$ cat config.mk
export PLATFORM = sky130hd
export DESIGN_NAME = bin_packing_assigner_flat
export DESIGN_NICKNAME = d
export VERILOG_FILES = /design/src/hw/rtl/bpa_pkg.sv /design/src/hw/rtl/bpa_if.sv /design/src/hw/rtl/bpa_alu.sv /design/src/hw/rtl/bin_packing_assigner.sv /design/src/flat_wrapper.sv
export SDC_FILE = /design/constraint.sdc
export NUM_CORES = 2
export LEC_CHECK = 0
export BUFFER_PORTS_ARGS = -buffer_cell sky130_fd_sc_hd__buf_2
export CAP_MARGIN = 25
export CORE_ASPECT_RATIO = 2
export CORE_UTILIZATION = 45
export DETAILED_ROUTE_END_ITERATION = 10
export HOLD_SLACK_MARGIN = 0.15
export PLACE_DENSITY_LB_ADDON = 0.15
export SKIP_CTS_REPAIR_TIMING = 1
export SLEW_MARGIN = 30
export SYNTH_ARGS = -nofsm -noshare
export SYNTH_HDL_FRONTEND = slang
export SYNTH_SLANG_ARGS = --single-unit
$ cat constraint.sdc
create_clock -name clk -period 21.2 [get_ports clk]
set_input_delay 4.24 -clock clk [delete_from_list [all_inputs] [get_ports clk]]
set_output_delay 4.24 -clock clk [all_outputs]
set_load 0.03 [all_outputs]
$ cat src/hw/rtl/bpa_pkg.sv
// bpa_pkg: shared widths, register indexes and the adder result type
// for the bin packing assigner. No dependencies.
`default_nettype none

package bpa_pkg;

	localparam int SizeW   = 48;  // item size, bin capacity and bin fill
	localparam int SlotW   = 6;   // item slot field of a result
	localparam int BinW    = 6;   // bin index field of a result
	localparam int CfgIdxW = 2;   // register index on the config port

	localparam logic [CfgIdxW-1:0] CFG_BIN_CAPACITY = 2'd0;
	localparam logic [CfgIdxW-1:0] CFG_COMPACT_MODE = 2'd1;

	typedef struct packed {
		logic             fits;  // fill + size <= capacity
		logic [SizeW-1:0] sum;   // new fill, valid when fits
	} alu_res_t;

endpackage

`default_nettype wire

$ cat src/hw/rtl/bpa_if.sv
// bpa_in_if / bpa_out_if: valid/ready channels of the bin packing assigner.
// Depends on bpa_pkg for field widths.
`default_nettype none

interface bpa_in_if;
	logic                      valid;
	logic                      ready;
	logic [bpa_pkg::SizeW-1:0] item_size;
	logic                      last_item;

	modport source (output valid, item_size, last_item, input ready);
	modport sink   (input valid, item_size, last_item, output ready);
endinterface

interface bpa_out_if;
	logic                      valid;
	logic                      ready;
	logic [bpa_pkg::SlotW-1:0] item_slot;
	logic [bpa_pkg::BinW-1:0]  bin_index;
	logic                      too_large;
	logic                      last_result;

	modport source (output valid, item_slot, bin_index, too_large, last_result,
		input ready);
	modport sink   (input valid, item_slot, bin_index, too_large, last_result,
		output ready);
endinterface

`default_nettype wire

$ cat src/hw/rtl/bpa_alu.sv
// bpa_alu: shared fill adder and capacity compare, used for the oversize
// check and for every packing step. Depends on bpa_pkg.
`default_nettype none

module bpa_alu (
	input  wire logic [bpa_pkg::SizeW-1:0] fill,
	input  wire logic [bpa_pkg::SizeW-1:0] size,
	input  wire logic [bpa_pkg::SizeW-1:0] capacity,
	output bpa_pkg::alu_res_t              res
);

	logic [bpa_pkg::SizeW:0] sum;

	// one extra bit: the sum of two SizeW values cannot overflow
	assign sum      = {1'b0, fill} + {1'b0, size};
	assign res.fits = (sum <= {1'b0, capacity});
	assign res.sum  = sum[bpa_pkg::SizeW-1:0];

endmodule

`default_nettype wire

$ cat src/hw/rtl/bin_packing_assigner.sv
// bin_packing_assigner: loads a set of item sizes, packs them next-fit or first-fit
// per bin, emits one bin index per item in load order, or one too_large result.
// Depends on bpa_pkg, bpa_if (bpa_in_if, bpa_out_if) and bpa_alu.
//
//   channel   dir   transaction                            when taken
//   items     in    item_size, last_item                   valid & ready
//   results   out   item_slot, bin_index, too_large,       valid & ready
//                   last_result
//   cfg       in    cfg_index, cfg_data                    cfg_we high
//
// Loading never stalls an item: ready is high throughout loading and only then.
// After the marked last item: an oversize check reads and compares each stored
// size, then packing passes scan the items (an unassigned item is read and tried,
// an assigned one skipped), then each result is read back from the bin store.
// Check and packing run through the one size memory read port and the one shared adder.
// Reset clears the sequencer, counters, assigned flags and registers; the
// memories are not cleared, only written entries are read.
// A stalled result holds in the output register; the sequencer waits on it.
`default_nettype none

module bin_packing_assigner #(
	parameter int MAX_ITEMS = 64
) (
	input  wire logic                        clk,
	input  wire logic                        arst_n,
	bpa_in_if.sink                           items,
	bpa_out_if.source                        results,
	input  wire logic                        cfg_we,
	input  wire logic [bpa_pkg::CfgIdxW-1:0] cfg_index,
	input  wire logic [bpa_pkg::SizeW-1:0]   cfg_data
);

	localparam int IW = $clog2(MAX_ITEMS);      // store address
	localparam int CW = $clog2(MAX_ITEMS + 1);  // item count, holds MAX_ITEMS

	typedef enum logic [7:0] {
		ST_IDLE   = 8'b0000_0001,  // loading items
		ST_CHK_RD = 8'b0000_0010,  // read size for oversize check
		ST_CHK_EV = 8'b0000_0100,  // compare size with capacity
		ST_PK_RD  = 8'b0000_1000,  // skip assigned item or read its size
		ST_PK_EV  = 8'b0001_0000,  // try to add the item to the open bin
		ST_EM_RD  = 8'b0010_0000,  // read bin of the next result
		ST_EM_OUT = 8'b0100_0000,  // hand result to the output register
		ST_ERR    = 8'b1000_0000   // hand the rejection result over
	} state_t;

	state_t state_q;

	// registers
	logic [bpa_pkg::SizeW-1:0] capacity_q;
	logic                      compact_q;

	// sequencer
	logic [CW-1:0]            count_q;
	logic [CW-1:0]            done_q;
	logic [IW-1:0]            idx_q;
	logic [MAX_ITEMS-1:0]     flags_q;
	logic [bpa_pkg::BinW-1:0] bin_q;
	logic [bpa_pkg::SizeW-1:0] fill_q;

	// memories
	logic [bpa_pkg::SizeW-1:0] size_mem [MAX_ITEMS];
	logic [bpa_pkg::BinW-1:0]  bin_mem  [MAX_ITEMS];
	logic [bpa_pkg::SizeW-1:0] size_rd_q;
	logic [bpa_pkg::BinW-1:0]  bin_rd_q;

	// output register
	logic                      out_valid_q;
	logic [bpa_pkg::SlotW-1:0] out_slot_q;
	logic [bpa_pkg::BinW-1:0]  out_bin_q;
	logic                      out_err_q;
	logic                      out_last_q;

	logic                      load_acc;
	logic                      store_room;
	logic                      out_free;
	logic                      out_load;
	logic [IW-1:0]             last_idx;
	logic                      at_last;
	logic [CW-1:0]             done_inc;
	logic [bpa_pkg::SizeW-1:0] alu_fill;
	bpa_pkg::alu_res_t         alu_res;
	logic                      size_rd_en;
	logic                      bin_wr_en;

	assign items.ready = (state_q == ST_IDLE);
	assign load_acc    = items.valid && items.ready;
	assign store_room  = (count_q < CW'(MAX_ITEMS));
	assign out_free    = !out_valid_q || results.ready;
	assign out_load    = out_free && ((state_q == ST_EM_OUT) || (state_q == ST_ERR));
	assign last_idx    = IW'(count_q - 1'b1);
	assign at_last     = (idx_q == last_idx);
	assign done_inc    = done_q + 1'b1;

	// oversize check compares the size alone, packing adds the open fill
	assign alu_fill = (state_q == ST_CHK_EV) ? '0 : fill_q;

	bpa_alu u_alu (
		.fill     (alu_fill),
		.size     (size_rd_q),
		.capacity (capacity_q),
		.res      (alu_res)
	);

	assign size_rd_en = (state_q == ST_CHK_RD) ||
		((state_q == ST_PK_RD) && !flags_q[idx_q]);
	assign bin_wr_en  = (state_q == ST_PK_EV) && alu_res.fits;

	always_ff @(posedge clk or negedge arst_n) begin
		if (!arst_n) begin
			capacity_q <= '0;
			compact_q  <= 1'b0;
		end else if (cfg_we) begin
			unique case (cfg_index)
				bpa_pkg::CFG_BIN_CAPACITY: capacity_q <= cfg_data;
				bpa_pkg::CFG_COMPACT_MODE: compact_q  <= cfg_data[0];
				default: ;  // index beyond the list: ignored
			endcase
		end
	end

	// size store: written while loading, one registered read port
	always_ff @(posedge clk) begin
		if (load_acc && store_room) begin
			size_mem[count_q[IW-1:0]] <= items.item_size;
		end
		if (size_rd_en) begin
			size_rd_q <= size_mem[idx_q];
		end
	end

	// bin store: written on each assignment, read back for the results
	always_ff @(posedge clk) begin
		if (bin_wr_en) begin
			bin_mem[idx_q] <= bin_q;
		end
		if (state_q == ST_EM_RD) begin
			bin_rd_q <= bin_mem[idx_q];
		end
	end

	always_ff @(posedge clk or negedge arst_n) begin
		if (!arst_n) begin
			state_q     <= ST_IDLE;
			count_q     <= '0;
			done_q      <= '0;
			idx_q       <= '0;
			flags_q     <= '0;
			bin_q       <= '0;
			fill_q      <= '0;
			out_valid_q <= 1'b0;
			out_slot_q  <= '0;
			out_bin_q   <= '0;
			out_err_q   <= 1'b0;
			out_last_q  <= 1'b0;
		end else begin
			if (out_load) begin
				out_valid_q <= 1'b1;
			end else if (results.ready) begin
				out_valid_q <= 1'b0;
			end
			unique case (state_q)
				ST_IDLE: begin
					if (load_acc) begin
						// a full store drops the size but keeps the mark
						if (store_room) begin
							count_q <= count_q + 1'b1;
						end
						if (items.last_item) begin
							idx_q   <= '0;
							state_q <= ST_CHK_RD;
						end
					end
				end
				ST_CHK_RD: begin
					state_q <= ST_CHK_EV;
				end
				ST_CHK_EV: begin
					if (!alu_res.fits) begin
						state_q <= ST_ERR;  // idx_q names the offending item
					end else if (at_last) begin
						idx_q   <= '0;
						flags_q <= '0;
						bin_q   <= '0;
						fill_q  <= '0;
						done_q  <= '0;
						state_q <= ST_PK_RD;
					end else begin
						idx_q   <= idx_q + 1'b1;
						state_q <= ST_CHK_RD;
					end
				end
				ST_PK_RD: begin
					if (!flags_q[idx_q]) begin
						state_q <= ST_PK_EV;
					end else if (at_last) begin
						// pass over: open the next bin or finish
						idx_q   <= '0;
						bin_q   <= bin_q + 1'b1;
						fill_q  <= '0;
						state_q <= (done_q == count_q) ? ST_EM_RD : ST_PK_RD;
					end else begin
						idx_q <= idx_q + 1'b1;
					end
				end
				ST_PK_EV: begin
					if (alu_res.fits) begin
						flags_q[idx_q] <= 1'b1;
						done_q         <= done_inc;
					end
					if (at_last || (!alu_res.fits && !compact_q)) begin
						// end of pass; next-fit closes the bin at a misfit
						idx_q  <= '0;
						bin_q  <= bin_q + 1'b1;
						fill_q <= '0;
						if ((alu_res.fits ? done_inc : done_q) == count_q) begin
							state_q <= ST_EM_RD;
						end else begin
							state_q <= ST_PK_RD;
						end
					end else begin
						if (alu_res.fits) begin
							fill_q <= alu_res.sum;
						end
						idx_q   <= idx_q + 1'b1;
						state_q <= ST_PK_RD;
					end
				end
				ST_EM_RD: begin
					state_q <= ST_EM_OUT;
				end
				ST_EM_OUT: begin
					if (out_free) begin
						out_slot_q  <= bpa_pkg::SlotW'(idx_q);
						out_bin_q   <= bin_rd_q;
						out_err_q   <= 1'b0;
						out_last_q  <= at_last;
						if (at_last) begin
							count_q <= '0;
							state_q <= ST_IDLE;
						end else begin
							idx_q   <= idx_q + 1'b1;
							state_q <= ST_EM_RD;
						end
					end
				end
				ST_ERR: begin
					if (out_free) begin
						out_slot_q  <= bpa_pkg::SlotW'(idx_q);
						out_bin_q   <= '0;
						out_err_q   <= 1'b1;
						out_last_q  <= 1'b1;
						count_q     <= '0;
						state_q     <= ST_IDLE;
					end
				end
				default: begin
					state_q <= ST_IDLE;
				end
			endcase
		end
	end

	assign results.valid       = out_valid_q;
	assign results.item_slot   = out_slot_q;
	assign results.bin_index   = out_bin_q;
	assign results.too_large   = out_err_q;
	assign results.last_result = out_last_q;

endmodule

`default_nettype wire
$ cat src/flat_wrapper.sv
// flat-port wrapper written by rule: the top's interface ports become plain ports
module bin_packing_assigner_flat 
#(
	parameter int MAX_ITEMS = 64
)
  (clk, arst_n, cfg_we, cfg_index, cfg_data, items_valid, items_item_size, items_last_item, items_ready, results_valid, results_item_slot, results_bin_index, results_too_large, results_last_result, results_ready);
  bpa_in_if items_i ();
  bpa_out_if results_i ();
  input  wire logic clk;
  input  wire logic arst_n;
  input  wire logic cfg_we;
  input  wire logic [bpa_pkg::CfgIdxW-1:0] cfg_index;
  input  wire logic [bpa_pkg::SizeW-1:0] cfg_data;
  input wire logic [$bits(items_i.valid)-1:0] items_valid;
  input wire logic [$bits(items_i.item_size)-1:0] items_item_size;
  input wire logic [$bits(items_i.last_item)-1:0] items_last_item;
  output wire logic [$bits(items_i.ready)-1:0] items_ready;
  output wire logic [$bits(results_i.valid)-1:0] results_valid;
  output wire logic [$bits(results_i.item_slot)-1:0] results_item_slot;
  output wire logic [$bits(results_i.bin_index)-1:0] results_bin_index;
  output wire logic [$bits(results_i.too_large)-1:0] results_too_large;
  output wire logic [$bits(results_i.last_result)-1:0] results_last_result;
  input wire logic [$bits(results_i.ready)-1:0] results_ready;
  assign items_i.valid = items_valid;
  assign items_i.item_size = items_item_size;
  assign items_i.last_item = items_last_item;
  assign items_ready = items_i.ready;
  assign results_valid = results_i.valid;
  assign results_item_slot = results_i.item_slot;
  assign results_bin_index = results_i.bin_index;
  assign results_too_large = results_i.too_large;
  assign results_last_result = results_i.last_result;
  assign results_i.ready = results_ready;
  bin_packing_assigner #(.MAX_ITEMS(MAX_ITEMS)) u_core (.clk(clk), .arst_n(arst_n), .items(items_i), .results(results_i), .cfg_we(cfg_we), .cfg_index(cfg_index), .cfg_data(cfg_data));
endmodule
* After elaboration in Yosys (flattened, before gate mapping)
Memory sizes are Yosys's and may differ from the RTL's. A register that Yosys moved wholly into a read port is not among the register bits.
Cells that the tools add are included.
** Storage, ports and cells
- Register bits :: 210
- Bits in latches :: 0
- RAM bits :: 3456
- Memory bits (read-only) :: 0
- Input bits :: 104
- Output and inout port bits :: 16
- Word-level logic and storage cells :: 154
- Memories kept :: 2
** Cells by class
- Add/subtract/negate cells :: 6
- $mul :: 0
- Div/mod/pow operators :: 0
- Order comparisons :: 4
- Equality and inequality tests :: 27
- Shift operators :: 0
- Multiplexer cells :: 66
- Bitwise gates (word level) :: 1
- Reduce and logical (&&, ||, !) cells :: 34
** Memories
- u_core.size_mem :: words 64, bits a word 48, read ports 1, clocked after memory_dff 1, write ports 1, line bin_packing_assigner.sv:62 : logic [bpa_pkg::SizeW-1:0] size_mem [MAX_ITEMS];
- u_core.bin_mem :: words 64, bits a word 6, read ports 1, clocked after memory_dff 1, write ports 1, line bin_packing_assigner.sv:63 : logic [bpa_pkg::BinW-1:0] bin_mem [MAX_ITEMS];
** Operators with widths (count)
- 48-bit 2-to-1 mux :: 6
- 64-bit 2-to-1 mux :: 3
- 48-bit one-hot mux with 3 select lines :: 1
- 64-bit one-hot mux with 2 select lines :: 1
- 6-bit 2-to-1 mux :: 19
- 64-bit bitwise OR :: 1
- 8-bit one-hot mux with 8 select lines :: 1
- 8-bit 2-to-1 mux :: 7
- 48-bit by 48-bit adder with 49-bit output :: 1
- 49-bit by 48-bit less-or-equal comparator with 1-bit output :: 1
- 7-bit 2-to-1 mux :: 7
- 6-bit one-hot mux with 5 select lines :: 1
- 7-bit one-hot mux with 3 select lines :: 1
- 6-bit one-hot mux with 3 select lines :: 1
- 7-bit by 1-bit adder with 7-bit output, second input constant :: 2
- 7-bit equality test :: 2
- 2-bit by 1-bit inequality test with 1-bit output, second input constant :: 7
- 7-bit one-hot mux with 2 select lines :: 1
- 6-bit by 1-bit adder with 6-bit output, second input constant :: 2
- 2-bit inequality test, second input constant :: 6
- 6-bit one-hot mux with 2 select lines :: 1
- 6-bit AND reduction :: 2
- 1-bit 2-to-1 mux :: 11
- 8-bit by 1-bit equality test with 1-bit output, second input constant :: 1
- 31 further kinds :: 52

* Longest topological paths before layout
- Depth in word-level cells :: 9
- Mapped depth :: 31

* By module
A second synthesis with hierarchy kept.
** Second synthesis, totals
- Cells, all modules :: 8058
- Area total of the unflattened synthesis :: 139712.7 um^2
** By module, submodules not included
- bin_packing_assigner :: instances 1, cells an instance 7536, area an instance 135959.1 um^2
- bpa_alu :: instances 1, cells an instance 522, area an instance 3753.6 um^2

* Worst setup path before layout
OpenSTA, ideal clock, no wires.
- Path kind :: input to register
- Start :: input port items_valid
- End :: memory u_core.size_mem[47][0] in the netlist's numbering (enable)
- Setup time :: 0.454 ns
- Data arrival time :: 7.310 ns
- Data required time :: 20.746 ns
- Slack :: 13.436 ns
- Cell stages on the path :: 6
- Buffers on the path :: 2
- Cell sequence :: nor3b_1 > and2_0 > clkbuf_1 > nand3_1 > clkbuf_1 > nor2_1
** Between the ends
- Word-level cells in the longest chain between the ends :: 4
** Ends and longest elaborated chain
- start: declaration :: line flat_wrapper.sv:14 : input wire logic [$bits(items_i.valid)-1:0] items_valid;
- 1-bit logical AND :: line bin_packing_assigner.sv:87 : assign load_acc = items.valid && items.ready;
- 1-bit logical AND :: line bin_packing_assigner.sv:124 : if (load_acc && store_room) begin
- 1-bit 2-to-1 mux :: line bin_packing_assigner.sv:124
- 1-bit 2-to-1 mux (implied by the code) :: line bin_packing_assigner.sv:125 : size_mem[count_q[IW-1:0]] <= items.item_size;
- end: declaration :: line bin_packing_assigner.sv:62
No other way between the ends.

* Worst setup path in the final report
- Start :: register u_core.state_q[7]
- End :: memory u_core.bin_mem[9][4] in the netlist's numbering (enable)
** Between the ends
- Word-level cells in the longest chain between the ends :: 7
** Ends and longest elaborated chain
- start: declaration :: line bin_packing_assigner.sv:47 : state_t state_q;
- start signal: assignment :: line bin_packing_assigner.sv:201 : state_q <= (done_q == count_q) ? ST_EM_RD : ST_PK_RD;
- 8-bit by 3-bit equality test with 1-bit output :: line bin_packing_assigner.sv:96 : assign alu_fill = (state_q == ST_CHK_EV) ? '0 : fill_q;
- 48-bit 2-to-1 mux :: line bin_packing_assigner.sv:96
- 48-bit by 48-bit adder with 49-bit output :: line bpa_alu.sv:15 : assign sum = {1'b0, fill} + {1'b0, size};
- 49-bit by 48-bit less-or-equal comparator with 1-bit output :: line bpa_alu.sv:16 : assign res.fits = (sum <= {1'b0, capacity});
- 1-bit logical AND * :: line bin_packing_assigner.sv:107 : assign bin_wr_en = (state_q == ST_PK_EV) && alu_res.fits;
- 1-bit 2-to-1 mux * :: line bin_packing_assigner.sv:134 : if (bin_wr_en) begin
- 1-bit 2-to-1 mux (implied by the code) * :: line bin_packing_assigner.sv:135 : bin_mem[idx_q] <= bin_q;
- end: declaration :: line bin_packing_assigner.sv:63
Mark *: on every way between the ends. The rest lies on a longest branch, timed or not.

==> impl_metrics.ini <==
[outcome]
result_of_the_run = complete, no violations

[die]
std_cell_rows = 288
initial_core_util_pct = 45.2
count_of_boundary_i_o_pins = 120
chipWidth_um = 395
floorplan.die_area_um2 = 311000
core_area_um2 = 307000
die-height_um = 788

[timing]
unrepaired_setup_endpoints_after_global_routing = no
worst-slew-pin-transition_ns = 1.11
max_clock_freq_mhz = 121
max_slew_margin_pct = 25.7
min_period_ns = 8.29
finalHoldViolations = 0
slew_violations = 0
skew_ns = 0.0479
setup_viol = 0
totalNegativeSetupSlack_ns = 0
final_min_period_over_clock_period_pct = 39.1
final_critical_path_setup_slack_ns = 12.91

[logic_synthesis]
synth_top_flop_cell = sky130_fd_sc_hd__edfxtp_1
synthesis.area_um2 = 139000
syn-num-nets = 8211
yosys.area_share.adder_pct = 0.924
main_combinational_cell_family_by_area_after_synthesis = compound AO/OA/AOI/OAI gates
synth_edf_count = 3510
synth-simple-area-share_pct = 3.24
synthCells = 8005
part_of_the_yosys_area_used_for_sequential_elements_pct = 79.7
ys_warn_count = 0
post_synth_num_cell_types = 80
muxShareOfSynthArea_pct = 0.233
asyncSetResetFlopFracSynth_pct = 5.65
ys_ff_latch = 3720
synthXorXnorAreaFrac_pct = 0.404
synth_compound_gate_area_share_pct = 13.9
synth.avg_cell_area_um2 = 17.3

[worst_hold_path]
min-delay-path-class = flop to flop
timing.hold.worst.start = u_core.fill_q[25]$_DFFE_PN0P_

[global_routing]
grt_first_pass_wirelength_mm = 654
grt_max_degree = 118
global_route.overflow_total = 0
number_of_antenna_violations_at_the_first_check_in_global_routing = 31
grt_usage_pct = 30.1
first_global_vias = 82800

[worst_setup_path]
worstPathBufferInverterCount = 2
worstSetupEndpointType = flop
critPathSlowestCell = sky130_fd_sc_hd__nor3_1
worstPathArrival_ns = 8.80
critPathRequiredTime_ns = 21.71
regToRegStartpoint = u_core.state_q[7]$_DFFE_PN0P_
worstPathMaxFanout = 66
critical_path.startpoint_type = flop
critical-path-top-delay-family = compound AO/OA/AOI/OAI gates
worstSetupPathType = flop to flop
worstPathCellList = nor4_1 -> nand4_1 -> buf_4 -> and2_1 -> ha_1 -> fa_1 -> a211oi_1 -> nor3_1 -> o21ai_0 -> nand3_1 -> nand2_1 -> a31oi_1 -> a21o_1 -> a21oi_1 -> xnor2_1 -> ha_1 -> a21o_1 -> a21oi_1 -> o31ai_1 -> a21oi_1 -> a21o_1 -> nand3_4 -> buf_6 -> nor3_1
worstSetupStartpoint = u_core.state_q[7]$_DFFE_PN0P_
slowest_delay_ns = 0.86

[cells_and_area]
area_taken_by_flip_flops_and_latches_um2 = 111000
syn_to_final_growth_pct = 12.1
final.fill_count = 24900
post_route_cells_drive_above_1_share_pct = 11.4
num-nets-final = 8381
multiInputGateArea_um2 = 26600

[power]
power_density_nw_per_um2 = 101
vdd_ir_drop_max_v = 0.0000585
leakage_nw = 48.9

[cts]
cts_root_buffer = sky130_fd_sc_hd__clkbuf_16
cts.clk_slew.worst_paths_ns = 0.06
clk-insertion-delay-late_ns = 0.91
clock_tree.buffer_depth = 4
numCtsBuffers = 315
cts_h_tree_lvls = 5
cts_tree = done
tritoncts_num_sinks = 3720

[placed_design]
place_worst_setup_slack_ns = 12.66
finalWeightedCongestion = 0.874
io_buf_count = 119
place.detailed.hpwl_mm = 268

[detailed_routing]
detail_route.iter0.violations = 9975
via_count = 82600
post_drt_wl_per_cell_um = 38.2
dr.pass1.iters = 6
antenna_left = 0
remaining_drc_errors = 0
vias_per_cell = 6.61
wl_mm = 478

[flow_run]
max_cap_violations = 0
## routing by layer
layer	vias up	GRT usage, %	wire length [um]
met4	12	16.5	28900
li1	33600	-	-
met1	43300	34.5	165000
met3	1143	4.73	36000
met2	4517	53.5	247000
met5	-	0	80
## cell families (layout without fill, tap and decap cells)
kind of cell,count (synthesis),in the layout
flip-flops,3720,3720
XOR/XNOR,64,64
other,0,19
adder cells (fa/ha/maj),102,102
buffers and inverters,602,1015
multiplexers,25,25
AO/OA/AOI/OAI,2615,2615
AND/OR/NAND/NOR,877,877
## state kept, by name, indices dropped and copies added (netlist names), 6 cells and up
register	count
u_core.done_q	7
u_core.bin_mem	384
u_core.results.item_slot	6
u_core.bin_rd_q	6
u_core.state_q	8
u_core.size_mem	3072
u_core.flags_q	64
u_core.count_q	7
u_core.size_rd_q	48
u_core.capacity_q	48
u_core.idx_q	6
u_core.bin_q	6
u_core.results.bin_index	6
u_core.fill_q	48
## metrics by stage
step | cells | cell area (um^2) | power [mW] | utilization [%] | hold WS, ns
after global placement | 11900 | 145000 | 10.1 | 47.2 | 0.471
after global routing | 12500 | 156000 | 16.1 | 50.6 | 0.499
final | 12500 | 156000 | 15.7 | 50.7 | 0.487
after CTS | 12500 | 156000 | 15.8 | 50.6 | 0.492
after floorplan | 8005 | 139000 | 9.36 | - | 0.442
after detailed placement | 11900 | 146000 | 10.1 | 47.4 | 0.470
## power breakdown
group	internal [mW]	switching, mW	total (mW)
clock	3.11	2.67	5.78
sequential	8.20	0.0912	8.30
combinational	0.497	1.13	1.63
## cell usage in the layout (no fill, tap or decap), types with 27 or more instances in the layout
master | Yosys | routed
sky130_fd_sc_hd__edfxtp_1 | 3510 | 3510
sky130_fd_sc_hd__a22oi_1 | 1136 | 1136
sky130_fd_sc_hd__a22o_1 | 343 | 343
sky130_fd_sc_hd__clkbuf_16 | 0 | 322
sky130_fd_sc_hd__a221oi_1 | 300 | 300
sky130_fd_sc_hd__a21oi_1 | 284 | 284
sky130_fd_sc_hd__buf_4 | 1 | 256
sky130_fd_sc_hd__a31oi_1 | 225 | 225
sky130_fd_sc_hd__dfrtp_1 | 209 | 203
sky130_fd_sc_hd__nand4_1 | 182 | 182
sky130_fd_sc_hd__nand2_1 | 183 | 180
sky130_fd_sc_hd__nand3_1 | 133 | 127
sky130_fd_sc_hd__o21ai_0 | 119 | 119
sky130_fd_sc_hd__ha_1 | 101 | 101
sky130_fd_sc_hd__inv_1 | 87 | 87
sky130_fd_sc_hd__nor3_1 | 95 | 86
sky130_fd_sc_hd__buf_2 | 12 | 75
sky130_fd_sc_hd__o21a_1 | 69 | 69
sky130_fd_sc_hd__nor2_4 | 0 | 69
sky130_fd_sc_hd__nor2_1 | 131 | 62
sky130_fd_sc_hd__clkinv_2 | 0 | 62
sky130_fd_sc_hd__clkinv_1 | 2 | 54
sky130_fd_sc_hd__clkbuf_1 | 448 | 54
sky130_fd_sc_hd__and2_1 | 52 | 51
sky130_fd_sc_hd__xnor2_1 | 41 | 41
sky130_fd_sc_hd__a21o_1 | 30 | 30
sky130_fd_sc_hd__a41oi_1 | 27 | 27
## Yosys cell counts, types with 11 or more instances
cell type | count | area, um^2
sky130_fd_sc_hd__a211oi_1 | 13 | 97.6
sky130_fd_sc_hd__a21o_1 | 30 | 225
sky130_fd_sc_hd__a21oi_1 | 284 | 1420
sky130_fd_sc_hd__a221oi_1 | 300 | 2630
sky130_fd_sc_hd__a22o_1 | 343 | 3000
sky130_fd_sc_hd__a22oi_1 | 1136 | 8530
sky130_fd_sc_hd__a31oi_1 | 225 | 1410
sky130_fd_sc_hd__a41oi_1 | 27 | 236
sky130_fd_sc_hd__and2_1 | 52 | 325
sky130_fd_sc_hd__and3_1 | 13 | 81.3
sky130_fd_sc_hd__buf_1 | 50 | 188
sky130_fd_sc_hd__buf_2 | 12 | 60.1
sky130_fd_sc_hd__clkbuf_1 | 448 | 1680
sky130_fd_sc_hd__dfrtp_1 | 209 | 5230
sky130_fd_sc_hd__edfxtp_1 | 3510 | 105000
sky130_fd_sc_hd__ha_1 | 101 | 1260
sky130_fd_sc_hd__inv_1 | 87 | 327
sky130_fd_sc_hd__mux2i_1 | 11 | 110
sky130_fd_sc_hd__nand2_1 | 183 | 687
sky130_fd_sc_hd__nand3_1 | 133 | 666
sky130_fd_sc_hd__nand3b_1 | 12 | 90.1
sky130_fd_sc_hd__nand4_1 | 182 | 1140
sky130_fd_sc_hd__nor2_1 | 131 | 492
sky130_fd_sc_hd__nor2b_1 | 13 | 81.3
sky130_fd_sc_hd__nor3_1 | 95 | 475
sky130_fd_sc_hd__nor4_1 | 14 | 87.6
sky130_fd_sc_hd__o211ai_1 | 11 | 82.6
sky130_fd_sc_hd__o21a_1 | 69 | 518
sky130_fd_sc_hd__o21ai_0 | 119 | 596
sky130_fd_sc_hd__xnor2_1 | 41 | 359
sky130_fd_sc_hd__xor2_1 | 23 | 201
## cell type report
type,instances,area share [%]
Antenna cell,19,0.0305
Clock inverter,175,1.00
Multi-Input combinational cell,3683,17.1
Tap cell,4060,3.26
Timing Repair Buffer,366,1.94
Clock buffer,385,5.38
Sequential cell,3720,71.1
Inverter,89,0.215
## worst register-to-register path, stage by stage, from the launching register on
cell and delay, ns:
sky130_fd_sc_hd__dfrtp_1 0.46, sky130_fd_sc_hd__nor4_1 0.50, sky130_fd_sc_hd__nand4_1 0.16, sky130_fd_sc_hd__buf_4 0.30, sky130_fd_sc_hd__and2_1 0.27, sky130_fd_sc_hd__ha_1 0.22
sky130_fd_sc_hd__fa_1 0.46, sky130_fd_sc_hd__a211oi_1 0.32, sky130_fd_sc_hd__nor3_1 0.14, sky130_fd_sc_hd__o21ai_0 0.67, sky130_fd_sc_hd__nand3_1 0.37, sky130_fd_sc_hd__nand2_1 0.28
sky130_fd_sc_hd__a31oi_1 0.17, sky130_fd_sc_hd__a21o_1 0.21, sky130_fd_sc_hd__a21oi_1 0.16, sky130_fd_sc_hd__xnor2_1 0.18, sky130_fd_sc_hd__ha_1 0.29, sky130_fd_sc_hd__a21o_1 0.16
sky130_fd_sc_hd__a21oi_1 0.26, sky130_fd_sc_hd__o31ai_1 0.20, sky130_fd_sc_hd__a21oi_1 0.22, sky130_fd_sc_hd__a21o_1 0.50, sky130_fd_sc_hd__nand3_4 0.12, sky130_fd_sc_hd__buf_6 0.26
sky130_fd_sc_hd__nor3_1 1.05
## worst paths after layout
kind                                                           end  depth (start not counted)  slack, ns
setup reg to reg                    u_core.bin_mem[9][4]$_DFFE_PP_                         24      12.91
hold / removal                       u_core.fill_q[25]$_DFFE_PN0P_                          2       0.49
hold reg to reg                      u_core.fill_q[25]$_DFFE_PN0P_                          2       0.49
min in group asynchronous  u_core.results.bin_index[2]$_DFFE_PN0P_                          1       3.45
max in group asynchronous            u_core.fill_q[40]$_DFFE_PN0P_                          2      16.36
setup / recovery                    u_core.bin_mem[9][4]$_DFFE_PP_                         24      12.91
(Power assumes the default switching activity.)
